`src/hdl/hill_cipher_2x2_codec_assert.svh`:
```
// Assertion macros for the Hill cipher codec.
`ifndef HILL_CIPHER_2X2_CODEC_ASSERT_SVH
`define HILL_CIPHER_2X2_CODEC_ASSERT_SVH

// Check that a condition implies another in the same cycle.
`define HC2_ASSERT_IMPLIES(label, clk, rst, cond, prop) \
  label: assert property (@(posedge clk) disable iff (rst) (cond) |-> (prop)) \
    else $error("hill codec: same-cycle check failed");

// Check that a condition implies another in the next cycle.
`define HC2_ASSERT_NEXT(label, clk, rst, cond, prop) \
  label: assert property (@(posedge clk) disable iff (rst) (cond) |=> (prop)) \
    else $error("hill codec: next-cycle check failed");

`endif

```
`src/hdl/hc2_pkg.sv`:
```
// Types, constants and mod-26 helpers shared by the Hill cipher codec.
package hc2_pkg;

  localparam int unsigned LETTER_W    = 5;
  localparam int unsigned PROD_W      = 2 * LETTER_W;
  localparam int unsigned SUM_W       = 11;
  localparam int unsigned MODULUS     = 26;
  localparam int unsigned PAD_LETTER  = 23;
  localparam int unsigned CFG_INDEX_W = 3;
  localparam int unsigned CFG_DATA_W  = 5;

  // Configuration register indexes
  localparam logic [CFG_INDEX_W-1:0] REG_KEY_R0C0     = 3'd0;
  localparam logic [CFG_INDEX_W-1:0] REG_KEY_R0C1     = 3'd1;
  localparam logic [CFG_INDEX_W-1:0] REG_KEY_R1C0     = 3'd2;
  localparam logic [CFG_INDEX_W-1:0] REG_KEY_R1C1     = 3'd3;
  localparam logic [CFG_INDEX_W-1:0] REG_DECRYPT_MODE = 3'd4;

  typedef logic [LETTER_W-1:0] letter_t;

  typedef struct packed {
    letter_t letter;
    logic    end_of_message;
  } in_item_t;

  typedef struct packed {
    letter_t out_letter;
    logic    last_of_run;
  } out_item_t;

  typedef struct packed {
    letter_t r0c0;
    letter_t r0c1;
    letter_t r1c0;
    letter_t r1c1;
  } key_t;

  typedef struct packed {
    letter_t first;
    letter_t second;
  } pair_t;

  typedef struct packed {
    logic holding;
    logic launch;
  } dp_status_t;

  // Fold a 5-bit value into 0..25
  function automatic letter_t reduce_letter(input letter_t v);
    return (v >= LETTER_W'(MODULUS)) ? v - LETTER_W'(MODULUS) : v;
  endfunction

  // Additive inverse of a reduced letter
  function automatic letter_t negate_letter(input letter_t v);
    return (v == '0) ? '0 : LETTER_W'(MODULUS) - v;
  endfunction

  // Reduce a value below 26*64 into 0..25 by shifted compare-subtract
  function automatic letter_t reduce_sum(input logic [SUM_W-1:0] x);
    logic [SUM_W-1:0] r;
    r = x;
    for (int k = 5; k >= 0; k--) begin
      if (r >= (SUM_W'(MODULUS) << k)) begin
        r = r - (SUM_W'(MODULUS) << k);
      end
    end
    return r[LETTER_W-1:0];
  endfunction

  // Multiplicative inverse mod 26; non-units fall back to 1
  function automatic letter_t inverse_of(input letter_t v);
    letter_t r;
    case (v)
      5'd1:    r = 5'd1;
      5'd3:    r = 5'd9;
      5'd5:    r = 5'd21;
      5'd7:    r = 5'd15;
      5'd9:    r = 5'd3;
      5'd11:   r = 5'd19;
      5'd15:   r = 5'd7;
      5'd17:   r = 5'd23;
      5'd19:   r = 5'd11;
      5'd21:   r = 5'd5;
      5'd23:   r = 5'd17;
      5'd25:   r = 5'd25;
      default: r = 5'd1;
    endcase
    return r;
  endfunction

endpackage

```
`src/hdl/hc2_inverse.sv`:
```
// Determinant of the key and its inverse mod 26, over three register stages.
module hc2_inverse
  import hc2_pkg::*;
(
  input  logic    clk,
  input  logic    rst,
  input  key_t    key,
  output letter_t det_inv
);

  letter_t a, b, c, d;
  logic [PROD_W-1:0] ad;
  logic [PROD_W-1:0] bc;
  letter_t det;

  always_comb begin
    a = reduce_letter(key.r0c0);
    b = reduce_letter(key.r0c1);
    c = reduce_letter(key.r1c0);
    d = reduce_letter(key.r1c1);
  end

  // Form the cross products, reduce the determinant, look up its inverse
  always_ff @(posedge clk) begin
    if (rst) begin
      ad      <= '0;
      bc      <= '0;
      det     <= '0;
      det_inv <= LETTER_W'(1);
    end else begin
      ad      <= PROD_W'(a) * PROD_W'(d);
      bc      <= PROD_W'(b) * PROD_W'(c);
      det     <= reduce_sum(SUM_W'(ad) + SUM_W'(MODULUS * MODULUS) - SUM_W'(bc));
      det_inv <= inverse_of(det);
    end
  end

endmodule

```
`src/hdl/hc2_datapath.sv`:
```
// Letter pairing and the pipelined 2x2 matrix product mod 26.
module hc2_datapath
  import hc2_pkg::*;
(
  input  logic       clk,
  input  logic       rst,
  input  logic       in_valid,
  input  logic       in_stall,
  input  in_item_t   in_data,
  input  key_t       key,
  input  logic       decrypt_mode,
  input  letter_t    det_inv,
  output logic       pair_wr,
  output pair_t      pair,
  output dp_status_t status
);

  logic    accept;
  logic    launch;
  letter_t held_letter;
  logic    holding;
  pair_t   new_pair;

  logic    a_valid, b_valid, c_valid, d_valid;
  pair_t   a_pair;
  logic [SUM_W-1:0]  b_sum0, b_sum1;
  letter_t c_res0, c_res1;
  logic [PROD_W-1:0] d_prod0, d_prod1;

  letter_t p0, p1;
  letter_t ka, kb, kc, kd;
  letter_t m0, m1, m2, m3;
  letter_t scale;

  // Pair the incoming letter with the held one or with the pad letter
  always_comb begin
    accept         = in_valid & ~in_stall;
    launch         = accept & (holding | in_data.end_of_message);
    new_pair.first  = holding ? held_letter : in_data.letter;
    new_pair.second = holding ? in_data.letter : LETTER_W'(PAD_LETTER);
  end

  // Hold the first letter of a pair
  always_ff @(posedge clk) begin
    if (rst) begin
      holding     <= 1'b0;
      held_letter <= '0;
    end else if (accept) begin
      if (holding) begin
        holding     <= 1'b0;
        held_letter <= '0;
      end else if (!in_data.end_of_message) begin
        holding     <= 1'b1;
        held_letter <= in_data.letter;
      end
    end
  end

  // Pick the key or its adjugate; the determinant inverse scales later
  always_comb begin
    p0 = reduce_letter(a_pair.first);
    p1 = reduce_letter(a_pair.second);
    ka = reduce_letter(key.r0c0);
    kb = reduce_letter(key.r0c1);
    kc = reduce_letter(key.r1c0);
    kd = reduce_letter(key.r1c1);
    if (decrypt_mode) begin
      m0 = kd;
      m1 = negate_letter(kb);
      m2 = negate_letter(kc);
      m3 = ka;
    end else begin
      m0 = ka;
      m1 = kb;
      m2 = kc;
      m3 = kd;
    end
    scale = decrypt_mode ? det_inv : LETTER_W'(1);
  end

  // Advance the stage valid bits
  always_ff @(posedge clk) begin
    if (rst) begin
      a_valid <= 1'b0;
      b_valid <= 1'b0;
      c_valid <= 1'b0;
      d_valid <= 1'b0;
    end else begin
      a_valid <= launch;
      b_valid <= a_valid;
      c_valid <= b_valid;
      d_valid <= c_valid;
    end
  end

  // Pipeline payload: capture, multiply-accumulate, reduce, scale
  always_ff @(posedge clk) begin
    if (launch) begin
      a_pair <= new_pair;
    end
    b_sum0  <= SUM_W'(PROD_W'(m0) * PROD_W'(p0)) + SUM_W'(PROD_W'(m1) * PROD_W'(p1));
    b_sum1  <= SUM_W'(PROD_W'(m2) * PROD_W'(p0)) + SUM_W'(PROD_W'(m3) * PROD_W'(p1));
    c_res0  <= reduce_sum(b_sum0);
    c_res1  <= reduce_sum(b_sum1);
    d_prod0 <= PROD_W'(c_res0) * PROD_W'(scale);
    d_prod1 <= PROD_W'(c_res1) * PROD_W'(scale);
  end

  // Final reduction feeds the result queue
  always_comb begin
    pair_wr        = d_valid;
    pair.first     = reduce_sum(SUM_W'(d_prod0));
    pair.second    = reduce_sum(SUM_W'(d_prod1));
    status.holding = holding;
    status.launch  = launch;
  end

endmodule

```
`src/hdl/hc2_out_fifo.sv`:
```
// Result pair queue with launch credits; one letter out per cycle unless stalled.
module hc2_out_fifo
  import hc2_pkg::*;
#(
  parameter int unsigned DEPTH = 8
) (
  input  logic                       clk,
  input  logic                       rst,
  input  logic                       launch,
  input  logic                       wr_en,
  input  pair_t                      wr_pair,
  output logic                       out_valid,
  input  logic                       out_stall,
  output out_item_t                  out_data,
  output logic                       can_launch,
  output logic [$clog2(DEPTH+1)-1:0] credit_count,
  output logic [$clog2(DEPTH+1)-1:0] stored_count
);

  localparam int unsigned PTR_W = $clog2(DEPTH);
  localparam int unsigned CNT_W = $clog2(DEPTH + 1);

  pair_t            slots [DEPTH];
  logic [PTR_W-1:0] wr_ptr, rd_ptr;
  logic             half;
  logic             take;
  logic             pop;
  pair_t            head;

  always_comb begin
    head                = slots[rd_ptr];
    out_valid           = (stored_count != '0);
    take                = out_valid & ~out_stall;
    pop                 = take & half;
    out_data.out_letter = half ? head.second : head.first;
    out_data.last_of_run = half;
    can_launch          = (credit_count != CNT_W'(DEPTH));
  end

  // Store each finished pair
  always_ff @(posedge clk) begin
    if (wr_en) begin
      slots[wr_ptr] <= wr_pair;
    end
  end

  // Advance pointers, counts and the half select
  always_ff @(posedge clk) begin
    if (rst) begin
      wr_ptr       <= '0;
      rd_ptr       <= '0;
      half         <= 1'b0;
      stored_count <= '0;
      credit_count <= '0;
    end else begin
      if (wr_en) begin
        wr_ptr <= (wr_ptr == PTR_W'(DEPTH - 1)) ? '0 : wr_ptr + PTR_W'(1);
      end
      if (pop) begin
        rd_ptr <= (rd_ptr == PTR_W'(DEPTH - 1)) ? '0 : rd_ptr + PTR_W'(1);
      end
      if (take) begin
        half <= ~half;
      end
      stored_count <= stored_count + CNT_W'(wr_en) - CNT_W'(pop);
      credit_count <= credit_count + CNT_W'(launch) - CNT_W'(pop);
    end
  end

endmodule

```
`src/hdl/hill_cipher_2x2_codec.sv`:
```
// 2x2 Hill cipher codec mod 26: letters in and out one per cycle unless stalled.
// Pairs pass stages a-d, then the queue; each second letter is offered once its first is taken.
// One letter per cycle each way unless stalled; 4 register stages and FIFO_DEPTH pair credits.
// The input stalls only while FIFO_DEPTH pairs are in flight or queued.
// Decrypt scaling follows a key write through the ad/bc, det and det_inv stages.
// Reset (synchronous): key and mode to zero, no letter held, queue empty, no clearing pass.
`include "hill_cipher_2x2_codec_assert.svh"

module hill_cipher_2x2_codec
  import hc2_pkg::*;
#(
  parameter int unsigned FIFO_DEPTH = 8
) (
  input  logic                   clk,
  input  logic                   rst,
  input  logic                   cfg_write,
  input  logic [CFG_INDEX_W-1:0] cfg_index,
  input  logic [CFG_DATA_W-1:0]  cfg_data,
  input  logic                   in_valid,
  output logic                   in_stall,
  input  in_item_t               in_data,
  output logic                   out_valid,
  input  logic                   out_stall,
  output out_item_t              out_data
);

  localparam int unsigned CNT_W = $clog2(FIFO_DEPTH + 1);

  key_t       key;
  logic       decrypt_mode;
  letter_t    det_inv;
  logic       pair_wr;
  pair_t      pair;
  dp_status_t status;
  logic       can_launch;
  logic       in_accept;
  logic       lone_first;
  logic [CNT_W-1:0] credit_count;
  logic [CNT_W-1:0] stored_count;

  assign in_stall   = ~can_launch;
  assign in_accept  = in_valid & ~in_stall;
  assign lone_first = in_accept & ~status.holding & ~in_data.end_of_message;

  // Configuration registers
  always_ff @(posedge clk) begin
    if (rst) begin
      key          <= '0;
      decrypt_mode <= 1'b0;
    end else if (cfg_write) begin
      unique case (cfg_index)
        REG_KEY_R0C0:     key.r0c0     <= cfg_data;
        REG_KEY_R0C1:     key.r0c1     <= cfg_data;
        REG_KEY_R1C0:     key.r1c0     <= cfg_data;
        REG_KEY_R1C1:     key.r1c1     <= cfg_data;
        REG_DECRYPT_MODE: decrypt_mode <= cfg_data[0];
        default: ;
      endcase
    end
  end

  hc2_inverse u_inverse (
    .clk     (clk),
    .rst     (rst),
    .key     (key),
    .det_inv (det_inv)
  );

  hc2_datapath u_datapath (
    .clk          (clk),
    .rst          (rst),
    .in_valid     (in_valid),
    .in_stall     (in_stall),
    .in_data      (in_data),
    .key          (key),
    .decrypt_mode (decrypt_mode),
    .det_inv      (det_inv),
    .pair_wr      (pair_wr),
    .pair         (pair),
    .status       (status)
  );

  hc2_out_fifo #(
    .DEPTH (FIFO_DEPTH)
  ) u_out_fifo (
    .clk          (clk),
    .rst          (rst),
    .launch       (status.launch),
    .wr_en        (pair_wr),
    .wr_pair      (pair),
    .out_valid    (out_valid),
    .out_stall    (out_stall),
    .out_data     (out_data),
    .can_launch   (can_launch),
    .credit_count (credit_count),
    .stored_count (stored_count)
  );

  // A lone first letter is held; the next letter always releases it
  `HC2_ASSERT_NEXT(a_hold_first, clk, rst, lone_first, status.holding)
  `HC2_ASSERT_NEXT(a_release_pair, clk, rst, in_accept && status.holding, !status.holding)
  // Credits keep the queue from overflowing
  `HC2_ASSERT_IMPLIES(a_no_overflow, clk, rst, pair_wr, stored_count != CNT_W'(FIFO_DEPTH))
  `HC2_ASSERT_IMPLIES(a_credit_cover, clk, rst, 1'b1, stored_count <= credit_count)

endmodule
```
`config.mk`:
```
export PLATFORM = sky130hd
export DESIGN_NAME = hill_cipher_2x2_codec
export DESIGN_NICKNAME = d
export VERILOG_FILES = /design/src/hdl/hc2_pkg.sv /design/src/hdl/hc2_inverse.sv /design/src/hdl/hc2_datapath.sv /design/src/hdl/hc2_out_fifo.sv /design/src/hdl/hill_cipher_2x2_codec.sv
export VERILOG_INCLUDE_DIRS = /design/src /design/src/hdl
export SDC_FILE = /design/constraint.sdc
export NUM_CORES = 1
export LEC_CHECK = 0
export ABC_CLOCK_PERIOD_IN_PS = 19120
export BUFFER_PORTS_ARGS = -buffer_cell sky130_fd_sc_hd__buf_2
export CAP_MARGIN = 5
export CORE_ASPECT_RATIO = 0.7
export CORE_MARGIN = 10
export CORE_UTILIZATION = 40
export CTS_CLUSTER_DIAMETER = 120
export DETAILED_ROUTE_END_ITERATION = 8
export GPL_ROUTABILITY_DRIVEN = 0
export HOLD_SLACK_MARGIN = 0.1
export PLACE_DENSITY_LB_ADDON = 0.25
export REMOVE_ABC_BUFFERS = 1
export SETUP_SLACK_MARGIN = 0.4
export SLEW_MARGIN = 10
export SYNTH_ARGS = -nofsm -noshare
export SYNTH_HDL_FRONTEND = slang
export SYNTH_SLANG_ARGS = --single-unit
```
`constraint.sdc`:
```
create_clock -name clk -period 19.12 [get_ports clk]
set_clock_uncertainty 0.1 [all_clocks]
set_input_delay 2.868 -clock clk [delete_from_list [all_inputs] [get_ports clk]]
set_output_delay 2.868 -clock clk [all_outputs]
set_load 0.005 [all_outputs]
```
==> out/qor.csv, run 1 <==
stage,metric,value,unit
outcome,status,"complete, no violations",
timing,report.final.slew_viol_count,0,
route,top_layer,met4,
placed_design,place_worst_setup_slack,11050,ps
logic_synthesis,synthArstFlopShare,0,
timing,final-hold-violation-count,0,
timing,maxClockFrequency,0.1219,GHz
power_and_ir_drop,power_switching_share,0.3322,
timing,worst_pin_slew,1274,ps
power_and_ir_drop,total_switching_power,517.8,µW
timing,setup_slack,10920,ps
critical_path,required_time_reported_for_the_critical_path_endpoint,19300,ps
power_and_ir_drop,power_leakage,9.942,nW
clock_network,cts_buffers,25,
power_and_ir_drop,power_share_of_the_sequential_group,0.384,
critical_path,crit_path_top_delay_cell,sky130_fd_sc_hd__nor4bb_1,
critical_path,cp.arrival,8380,ps
route,wl,48890,µm
placed_design,numPortBuffers,26,
timing,fin_tns_setup,0,ps
clock_network,htree_num_levels,1,
timing,final.min_clock_period,8204,ps
logic_synthesis,dominant_register_cell_in_the_synthesized_netlist,sky130_fd_sc_hd__dfxtp_1,
finish,drive_above_1_share,0.07546,
die,floorplan.initialDensity,0.4056,
route,wire_per_inst,15.72,µm
finish,post-route-util,0.4386,
logic_synthesis,synth-edff-count,90,
clock_network,cts_repair_resize_count,0,
route,antenna_left,0,
clock_network,ctsRootBufferMaster,sky130_fd_sc_hd__clkbuf_16,
global_routing,global_route_wire_length_before_repair,81750,µm
placed_design,placedCellCount,3063,
logic_synthesis,netlist-cell-type-count,115,
timing,final_min_period_over_clock_period,0.4291,
route,wl_met3,2851,µm
global_routing,grt_pass1_vias,16245,
clock_network,worstSkewPairLatency,560,ps
critical_path,worst_path_largest_cell_delay,960,ps
clock_network,cts_tree,built,
die,floorplan.die_area,62970,µm²
power_and_ir_drop,power.total,1.559,mW
critical_path,start_kind,register,
route,route.layer.met1.wl,25270,µm
clock_network,clk_path_buf_depth,3,
timing,worst_slew_margin_relative_to_its_limit,0.1478,
flow_run,maxCapViolCount,0,
logic_synthesis,yosys_warnings,0,
logic_synthesis,syn_inst,2399,
global_routing,globalRoute.totalOverflow,0,
min_path,hold_path.class,reg -> reg,
route,length_of_the_first_detailed_routing_pass_in_iterations,6,
timing,setup_viol,0,
logic_synthesis,sequential_to_total_area_share_from_yosys_stat,0.2493,
global_routing,groute.usage.overall,0.1549,
power_and_ir_drop,power_density,67.74,nW/µm²
logic_synthesis,flops_latches_synth,220,
critical_path,crit_fanout,13,
die,rows,70,
finish,layout-area-overhead-vs-synth,8.132,%
power_and_ir_drop,intPower,1.041,mW
route,routed-via-count,16949,
die,core_area,52460,µm²
finish,layout.cell_area.non_filler,23010,µm²
placed_design,dpl.hpwl,38420,µm
logic_synthesis,mappedNetlistArea,21280,µm²
critical_path,crit_path_kind,reg -> reg,
finish,nets,2748,
power_and_ir_drop,vdd_ir_drop_max,0.06042,mV
finish,fillCellCount,5003,
power_and_ir_drop,combinationalPowerShare,0.277,
placed_design,placement.cell_area,22110,µm²
global_routing,grt_max_degree,75,
route,drc_errors,0,
timing,hold-worst-slack,287.2,ps
route,drt_iter0_drc,1283,
die,die_h,213.0,µm
clock_network,cts_hold_buffers,0,
logic_synthesis,postSynthAreaPerCell,8.870,µm²
power_and_ir_drop,clock_power_share,0.339,
route,vias_per_cell,5.450,
critical_path,cp-end-kind,register,
clock_network,cts_post_setup_buffers_inserted,0,
clock_network,clock_sinks,220,
finish,fin_cells,3110,
die,ioPinCount,27,
clock_network,clk_pin_slew,60,ps
timing,rsz0062_at_grt,false,
global_routing,grt_antenna_before_repair,0,
route,met2_wirelength,20250,µm
die,fp.dieW,295.7,µm
==> synthesized netlist by cell type, types with 43 or more instances <==
master,instances,area share
sky130_fd_sc_hd__inv_1,278,0.049
sky130_fd_sc_hd__nor2_1,246,0.043
sky130_fd_sc_hd__ha_1,222,0.13
sky130_fd_sc_hd__nand2_1,166,0.029
sky130_fd_sc_hd__a21oi_1,149,0.035
sky130_fd_sc_hd__dfxtp_1,130,0.12
sky130_fd_sc_hd__o21ai_0,104,0.024
sky130_fd_sc_hd__fa_1,101,0.095
sky130_fd_sc_hd__edfxtp_1,90,0.13
sky130_fd_sc_hd__xnor2_1,85,0.035
sky130_fd_sc_hd__mux2i_1,48,0.023
sky130_fd_sc_hd__nand3_1,45,0.011
sky130_fd_sc_hd__clkbuf_1,44,0.0078
sky130_fd_sc_hd__a21o_1,43,0.015
==> cell families (layout without fill, tap and decap cells) <==
| kind of cell | count (synthesis) | after routing | synth area share |
|---|---|---|---|
| compound gates | 569 | 569 | 0.1833 |
| fa+ha+maj | 325 | 325 | 0.2266 |
| flops | 220 | 220 | 0.2493 |
| other cells | 0 | 1 | 0 |
| mux | 93 | 93 | 0.06003 |
| xor+xnor | 125 | 125 | 0.05286 |
| buf+inv | 343 | 369 | 0.06250 |
| simple gates | 724 | 724 | 0.1655 |
==> placed cells by master, fill, tap and decap left out, types with 20 or more instances in the layout <==
cell	count
sky130_fd_sc_hd__buf_2	26
sky130_fd_sc_hd__nand2b_1	29
sky130_fd_sc_hd__nand2_1	166
sky130_fd_sc_hd__clkbuf_16	25
sky130_fd_sc_hd__ha_1	222
sky130_fd_sc_hd__nor3_1	39
sky130_fd_sc_hd__inv_1	278
sky130_fd_sc_hd__and3_1	35
sky130_fd_sc_hd__o211ai_1	23
sky130_fd_sc_hd__xnor2_1	85
sky130_fd_sc_hd__o21ai_0	104
sky130_fd_sc_hd__a31oi_1	20
sky130_fd_sc_hd__mux2i_1	48
sky130_fd_sc_hd__xor2_1	36
sky130_fd_sc_hd__mux4_2	25
sky130_fd_sc_hd__nand3_1	45
sky130_fd_sc_hd__a21o_1	43
sky130_fd_sc_hd__o21bai_1	21
sky130_fd_sc_hd__edfxtp_1	90
sky130_fd_sc_hd__dfxtp_1	129
sky130_fd_sc_hd__and2_1	30
sky130_fd_sc_hd__a21oi_1	149
sky130_fd_sc_hd__fa_1	101
sky130_fd_sc_hd__nor2_1	246
sky130_fd_sc_hd__nor2b_1	36
==> worst max-delay path, delay by kind of cell (launching register included) <==
family                     cells  cell delay (ps)
xor gates and xnor gates       3             1020
DFF                            1              530
adders and majority gates      3              700
and+or+nand+nor                7             2160
buffers and inverters          3              330
AOI/OAI and AO/OA             10             2540
muxes                          1              530
==> area by class of cell <==
class                   instances  area [µm²]  share of cell area
multi-input cells            1836       14640              0.6364
well taps                     684       855.8             0.03719
inverters                     281        1055             0.04584
repair buffers                 42       250.2             0.01088
diodes                          1       2.502           0.0001088
flip-flops and latches        220        5306              0.2306
clock buffers                  31       648.1             0.02817
clock inverters                15       247.7             0.01077
==> sequential cells by signal, indices dropped and copies added (netlist names), 10 cells and up, named ones only <==
| name | flops |
|---|---|
| u_out_fifo.slots | 80 |
| key | 20 |
| u_inverse.bc | 10 |
| u_datapath.b_sum1 | 11 |
| u_datapath.b_sum0 | 11 |
| u_datapath.d_prod0 | 10 |
| u_datapath.a_pair | 10 |
| u_inverse.ad | 10 |
| u_datapath.d_prod1 | 10 |
==> layer usage <==
layer  track usage  vias to the layer above
met2        0.2328                      426
met4       0.02516                        0
li1              -                     8441
met5             0                        -
met1        0.2310                     8038
met3       0.02625                       44
==> final timing paths <==
kind | startpoint | end | slack, ps | depth (start not counted)
min | u_datapath.b_sum0[0] | u_datapath.c_res0[0] | 290 | 0
min reg2reg | u_datapath.b_sum0[0] | u_datapath.c_res0[0] | 290 | 0
max | u_datapath.d_prod0[9] | u_out_fifo.slots[1][7] | 10920 | 27
max reg2reg | u_datapath.d_prod0[9] | u_out_fifo.slots[1][7] | 10920 | 27
==> power by group through the flow <==
stage / Clock [mW] / Combinational, mW / Sequential, mW
3_5_place_dp: 0 / 0.427 / 0.609
2_1_floorplan: 0 / 0.328 / 0.591
6_report: 0.528 / 0.431 / 0.599
3_3_place_gp: 0 / 0.413 / 0.608
5_1_grt: 0.561 / 0.493 / 0.604
4_1_cts: 0.543 / 0.431 / 0.599
No activity file was read; power rests on OpenSTA's default activity.
==> inputs of run 2 (changes only) <==
- ABC_CLOCK_PERIOD_IN_PS: 19120 -> 6850
- clock period: 19.12 -> 6.85 ns (I/O delays scaled with it)
==> run 2 against run 1 <==
Worst hold slack gained 15 ps. Critical path depth grew 2. Final cell count grew 3.1%. Combinational power rose to 3.2 times the previous value. Worst setup slack worse by 10000 ps. Global-route usage up 0.11 points. Critical path type unchanged. Highest routed layer unchanged.
==> out/qor.csv, run 2 (synthesis results as in run 1) <==
stage,metric,value,unit,change
route,length_of_the_first_detailed_routing_pass_in_iterations,5,,-1
critical_path,crit_fanout,6,,-7
finish,num_antenna_cells,0,,-1
finish,max_flop_register,u_out_fifo.slots,,
die,core_area,52460,µm²,unchanged
die,rows,70,,unchanged
placed_design,dpl.hpwl,38770,µm,+0.91%
finish,most_common_cell_after_layout_fill_and_taps_aside,sky130_fd_sc_hd__inv_1,,
clock_network,cts_buffers,24,,-4.0%
die,die_h,213.0,µm,unchanged
timing,maxClockFrequency,0.1577,GHz,+29%
critical_path,regToRegSetupSlack,510,ps,"-10,410 ps"
finish,layout.cell_area.non_filler,24460,µm²,+6.3%
critical_path,critical_path_depth,29,,+7.4%
finish,fin_cells,3207,,+3.1%
die,fp.dieW,295.7,µm,unchanged
timing,worst_pin_slew,1200,ps,-73.95 ps
critical_path,worst_path_largest_cell_delay,460,ps,-500 ps
timing,final-hold-violation-count,0,,unchanged
finish,nets,2847,,+3.6%
finish,fillCellCount,4902,,-2.0%
critical_path,cp-endpoint,u_inverse.det[4],,
timing,rsz0062_at_grt,true,,
critical_path,crit_path_top_delay_cell,sky130_fd_sc_hd__a2111o_1,,
global_routing,grt_max_degree,75,,unchanged
critical_path,timing.critical_path.max_delay_family,compound AO/OA/AOI/OAI gates,,
critical_path,worst_r2r_endpoint,u_inverse.det[4],,
global_routing,grt_pass1_vias,16758,,+3.2%
critical_path,wp_buf_inv,5,,+2
critical_path,cp-end-kind,register,,
route,drt_iter0_drc,1232,,-4.0%
clock_network,cts_hold_buffers,0,,unchanged
global_routing,grt_antenna_before_repair,0,,unchanged
power_and_ir_drop,power_density,180.5,nW/µm²,+170%
critical_path,worst_setup_path_startpoint,u_inverse.bc[1],,
timing,worst_slew_margin_relative_to_its_limit,0.1973,,+0.04948
power_and_ir_drop,vdd_ir_drop_max,0.1672,mV,+180%
route,vias_per_cell,5.452,,about the same
clock_network,clk_pin_slew,60,ps,about the same
finish,drive_above_1_share,0.1625,,+0.08704
finish,largest_register_ffs,80,,unchanged
critical_path,cp.arrival,6650,ps,-1730 ps
placed_design,place_worst_setup_slack,-337.8,ps,"-11,380 ps"
critical_path,crit_path_kind,reg -> reg,,
min_path,worst_hold_path.num_cells,0,,unchanged
timing,final.min_clock_period,6340,ps,-1864 ps
clock_network,clock_sinks,220,,unchanged
route,wl,50700,µm,+3.7%
global_routing,globalRoute.totalOverflow,0,,unchanged
critical_path,required_time_reported_for_the_critical_path_endpoint,7160,ps,"-12,140 ps"
critical_path,start_kind,register,,
placed_design,numPortBuffers,26,,unchanged
route,routed-via-count,17486,,+3.2%
timing,setup_viol,0,,unchanged
flow_run,maxCapViolCount,0,,unchanged
route,drc_errors,0,,unchanged
timing,setup_slack,510.4,ps,"-10,410 ps"
timing,fin_tns_setup,0,ps,unchanged
timing,report.final.slew_viol_count,0,,unchanged
timing,final_min_period_over_clock_period,0.9255,,+0.4964
outcome,status,"complete, no violations",,
global_routing,global_route_wire_length_before_repair,83100,µm,+1.6%
clock_network,htree_num_levels,1,,unchanged
clock_network,worstSkewPairLatency,540,ps,-20 ps
route,antenna_left,0,,unchanged
clock_network,cts_tree,built,,
route,wire_per_inst,15.81,µm,+0.57%
die,floorplan.initialDensity,0.4056,,unchanged
finish,layout-area-overhead-vs-synth,14.94,%,
global_routing,groute.usage.overall,0.1560,,+0.001136
finish,biggestRegsByFlops,"u_out_fifo.slots x80, key x20",,
critical_path,reg2reg_from,u_inverse.bc[1],,
power_and_ir_drop,power_leakage,10.57,nW,+6.4%
die,ioPinCount,27,,unchanged
clock_network,clk_path_buf_depth,3,,unchanged
finish,layout_common_cells,"269 x sky130_fd_sc_hd__inv_1, 241 x sky130_fd_sc_hd__nor2_1, 209 x sky130_fd_sc_hd__ha_1",,
min_path,hold_path.class,reg -> reg,,
placed_design,placement.cell_area,22560,µm²,+2.0%
clock_network,ctsRootBufferMaster,sky130_fd_sc_hd__clkbuf_16,,
die,floorplan.die_area,62970,µm²,unchanged
critical_path,timing.reg2reg.worst_path_depth,29,,+7.4%
placed_design,placedCellCount,3123,,+2.0%
==> run 2: cell types whose count changed in the layout (fill, tap and decap cells not counted), sizes merged <==
cell	delta
buf	+100
diode	-1
clkbuf	+3
bufinv	-3
clkinv	+1
inv	-3
==> run 2: how the worst min path moves through the flow <==
stage,startpoint,to
after floorplan,u_datapath.b_sum0[0],u_datapath.c_res0[0]
after global placement,u_datapath.b_sum0[0],u_datapath.c_res0[0]
after detailed placement,u_datapath.b_sum0[0],u_datapath.c_res0[0]
after CTS,u_datapath.b_sum0[0],u_datapath.c_res0[0]
after global routing,u_datapath.b_sum0[0],u_datapath.c_res0[0]
final,u_datapath.b_sum0[0],u_datapath.c_res0[0]
==> run 2: power breakdown <==
group	switching [mW]	total (mW)	internal, mW
registers	0.143	1.68	1.54
clock network	0.542	1.34	0.797
logic	0.815	1.39	0.578
==> run 2: cell type report <==
cell class / instances / area, µm² / share of cell area
Clock inverter: 10 / 145.1 / 0.005934
Timing Repair Buffer: 142 / 1021 / 0.04174
Sequential cell: 220 / 5326 / 0.2178
Inverter: 281 / 1055 / 0.04312
Multi-Input combinational cell: 1836 / 15390 / 0.6291
Clock buffer: 34 / 668.1 / 0.02732
Tap cell: 684 / 855.8 / 0.03499
==> run 2: what timing repair did <==
action                     CTS  global route
gates cloned                 0             0
resized for setup           39           133
setup buffers               13            27
setup endpoints to repair   67            83
pin swaps                   12            44
==> run 2: stage by stage <==
stage	total power, mW	utilization	hold WS [ps]
after floorplan	2.566	-	257.9
after global placement	2.904	0.4301	289.9
after detailed placement	2.952	0.4301	299.0
after CTS	4.339	0.4503	307.8
after global routing	4.682	0.4662	328.4
final	4.414	0.4662	301.9
==> run 2: per-layer routing <==
| layer | routed length (µm) | track usage |
|---|---|---|
| met5 | 0 | 0 |
| met4 | 590 | 0.02131 |
| met3 | 2487 | 0.02459 |
| met2 | 21660 | 0.2380 |
| met1 | 25960 | 0.2325 |
==> inputs of run 3 (changes only) <==
- CORE_UTILIZATION: 40 -> 53
==> run 3 against run 2 <==
First-iteration DRC count increased by 8.4%. Critical endpoint unchanged. Register-to-register slack got worse by 160 ps. Clock power up 7%. Wire length is 3.4% lower. Total power rose by 2.7%.
==> out/qor.csv, run 3 (synthesis results as in run 1) <==
stage,metric,value,unit,change
outcome,status,"complete, no violations",,
route,length_of_the_first_detailed_routing_pass_in_iterations,6,,+1
global_routing,globalRoute.totalOverflow,0,,unchanged
clock_network,clock_sinks,220,,unchanged
timing,worst_slew_margin_relative_to_its_limit,0.1913,,-0.006012
power_and_ir_drop,power_density,187.3,nW/µm²,+3.8%
critical_path,cp-end-kind,register,,
timing,worst_pin_slew,1209,ps,+8.985 ps
global_routing,grt_antenna_before_repair,0,,unchanged
clock_network,cts_buffers,24,,unchanged
clock_network,cts_tree,built,,
timing,final_min_period_over_clock_period,0.9486,,+0.02315
power_and_ir_drop,vdd_ir_drop_max,0.1557,mV,-6.8%
finish,max_flop_register,u_out_fifo.slots,,
route,wire_per_inst,16.07,µm,+1.7%
global_routing,groute.usage.overall,0.1938,,+0.03777
min_path,hold_path.class,reg -> reg,,
global_routing,grt_pass1_vias,16688,,-0.42%
finish,largest_register_ffs,80,,unchanged
timing,hold-worst-slack,299.9,ps,-1.974 ps
finish,biggestRegsByFlops,"u_out_fifo.slots x80, key x20",,
placed_design,placedCellCount,2959,,-5.3%
clock_network,clk_pin_slew,60,ps,about the same
route,drc_errors,0,,unchanged
timing,maxClockFrequency,0.1539,GHz,-2.4%
route,wl,48960,µm,-3.4%
critical_path,cp.arrival,6820,ps,+170 ps
placed_design,placement.cell_area,22260,µm²,-1.3%
timing,setup_viol,0,,unchanged
timing,final-hold-violation-count,0,,unchanged
route,vias_per_cell,5.823,,+6.8%
finish,fin_cells,3046,,-5.0%
die,core_area,39690,µm²,-24%
route,routed-via-count,17736,,+1.4%
critical_path,crit_path_kind,reg -> reg,,
finish,layout.cell_area.non_filler,24200,µm²,-1.0%
route,antenna_left,0,,unchanged
clock_network,clk_path_buf_depth,3,,unchanged
clock_network,ctsRootBufferMaster,sky130_fd_sc_hd__clkbuf_16,,
global_routing,grt_max_degree,75,,unchanged
clock_network,htree_num_levels,1,,unchanged
timing,fin_tns_setup,0,ps,unchanged
power_and_ir_drop,power_leakage,10.55,nW,-0.27%
timing,final.min_clock_period,6498,ps,+158.6 ps
critical_path,start_kind,register,,
finish,most_common_cell_after_layout_fill_and_taps_aside,sky130_fd_sc_hd__inv_1,,
critical_path,crit_fanout,8,,+2
timing,rsz0062_at_grt,true,,
clock_network,worstSkewPairLatency,540,ps,about the same
die,rows,61,,-13%
die,die_h,187.6,µm,-12%
flow_run,maxCapViolCount,0,,unchanged
placed_design,numPortBuffers,26,,unchanged
placed_design,dpl.hpwl,37070,µm,-4.4%
die,fp.dieW,259.5,µm,-12%
critical_path,required_time_reported_for_the_critical_path_endpoint,7170,ps,about the same
die,floorplan.die_area,48690,µm²,-23%
finish,nets,2835,,-0.42%
finish,layout_common_cells,"272 x sky130_fd_sc_hd__inv_1, 238 x sky130_fd_sc_hd__nor2_1, 208 x sky130_fd_sc_hd__ha_1",,
die,floorplan.initialDensity,0.5362,,+0.1306
finish,drive_above_1_share,0.1585,,-0.004002
finish,layout-area-overhead-vs-synth,13.74,%,
global_routing,global_route_wire_length_before_repair,81140,µm,-2.3%
timing,report.final.slew_viol_count,0,,unchanged
route,drt_iter0_drc,1336,,+8.4%
die,ioPinCount,27,,unchanged
finish,num_antenna_cells,0,,unchanged
## run 3: worst paths after layout
check | startpoint | end | slack (ps) | depth (start not counted)
max | u_inverse.bc[1] | u_inverse.det[4] | 350 | 26
min | u_datapath.b_sum0[0] | u_datapath.c_res0[0] | 300 | 0
max reg2reg | u_inverse.bc[1] | u_inverse.det[4] | 350 | 26
min reg2reg | u_datapath.b_sum0[0] | u_datapath.c_res0[0] | 300 | 0
## run 3: repair_timing
action                                  4_1_cts  5_1_grt
pin swaps                                    11       48
endpoints found under the setup margin       68       83
gates resized for setup                      38      129
hold endpoints to repair                      0        0
setup buffers                                12       31
hold buffers                                  0        0
## run 3: critical path: stages (launching register included)
cell and delay [ps]:
sky130_fd_sc_hd__dfxtp_2 320, sky130_fd_sc_hd__inv_2 40, sky130_fd_sc_hd__ha_4 260, sky130_fd_sc_hd__ha_4 140
sky130_fd_sc_hd__inv_2 40, sky130_fd_sc_hd__fa_2 370, sky130_fd_sc_hd__buf_4 150, sky130_fd_sc_hd__xnor2_1 610
sky130_fd_sc_hd__a21oi_1 300, sky130_fd_sc_hd__a311oi_4 410, sky130_fd_sc_hd__buf_4 170, sky130_fd_sc_hd__or3_4 110
sky130_fd_sc_hd__o221ai_2 100, sky130_fd_sc_hd__a221oi_2 350, sky130_fd_sc_hd__buf_4 190, sky130_fd_sc_hd__o31a_1 180
sky130_fd_sc_hd__nor4_2 50, sky130_fd_sc_hd__a31o_1 240, sky130_fd_sc_hd__or2_4 290, sky130_fd_sc_hd__a22oi_2 180
sky130_fd_sc_hd__a211oi_2 120, sky130_fd_sc_hd__a2111o_1 430, sky130_fd_sc_hd__xnor2_2 180, sky130_fd_sc_hd__ha_2 210
sky130_fd_sc_hd__o21a_4 230, sky130_fd_sc_hd__a211oi_2 240, sky130_fd_sc_hd__mux2_1 330
## run 3: where the power goes
part           switching [mW]  internal, mW
logic                   0.826         0.587
registers               0.142          1.54
clock network           0.565         0.875
## run 3: layer usage
metal  part of all wire  global-route usage  vias to the layer above  wire length, µm
li1                   -                   -                     8627                -
met1               0.48              0.2859                     8504            23400
met2               0.45              0.2997                      555            21790
met3              0.066             0.02951                       50             3225
met4              0.011             0.02580                        0              542
met5                  0                   0                        -                0
## run 3: area by class of cell
| type | count | area [µm²] |
|---|---|---|
| Inverter | 281 | 1055 |
| Timing Repair Buffer | 130 | 947.2 |
| Clock buffer | 25 | 604.3 |
| Fill cell | 3293 | 15480 |
| Sequential cell | 220 | 5325 |
| Multi-Input combinational cell | 1836 | 15330 |
| Tap cell | 535 | 669.4 |
| Clock inverter | 19 | 276.5 |
## run 3: per-stage QoR
stage	worst slack [ps]	util	total power, mW
3_5_place_dp	-142.7	0.5609	2.944
5_1_grt	147.1	0.6098	4.783
6_report	351.8	0.6098	4.534
2_1_floorplan	55.78	-	2.566
3_3_place_gp	137.8	0.5609	2.886
4_1_cts	343.5	0.5889	4.428
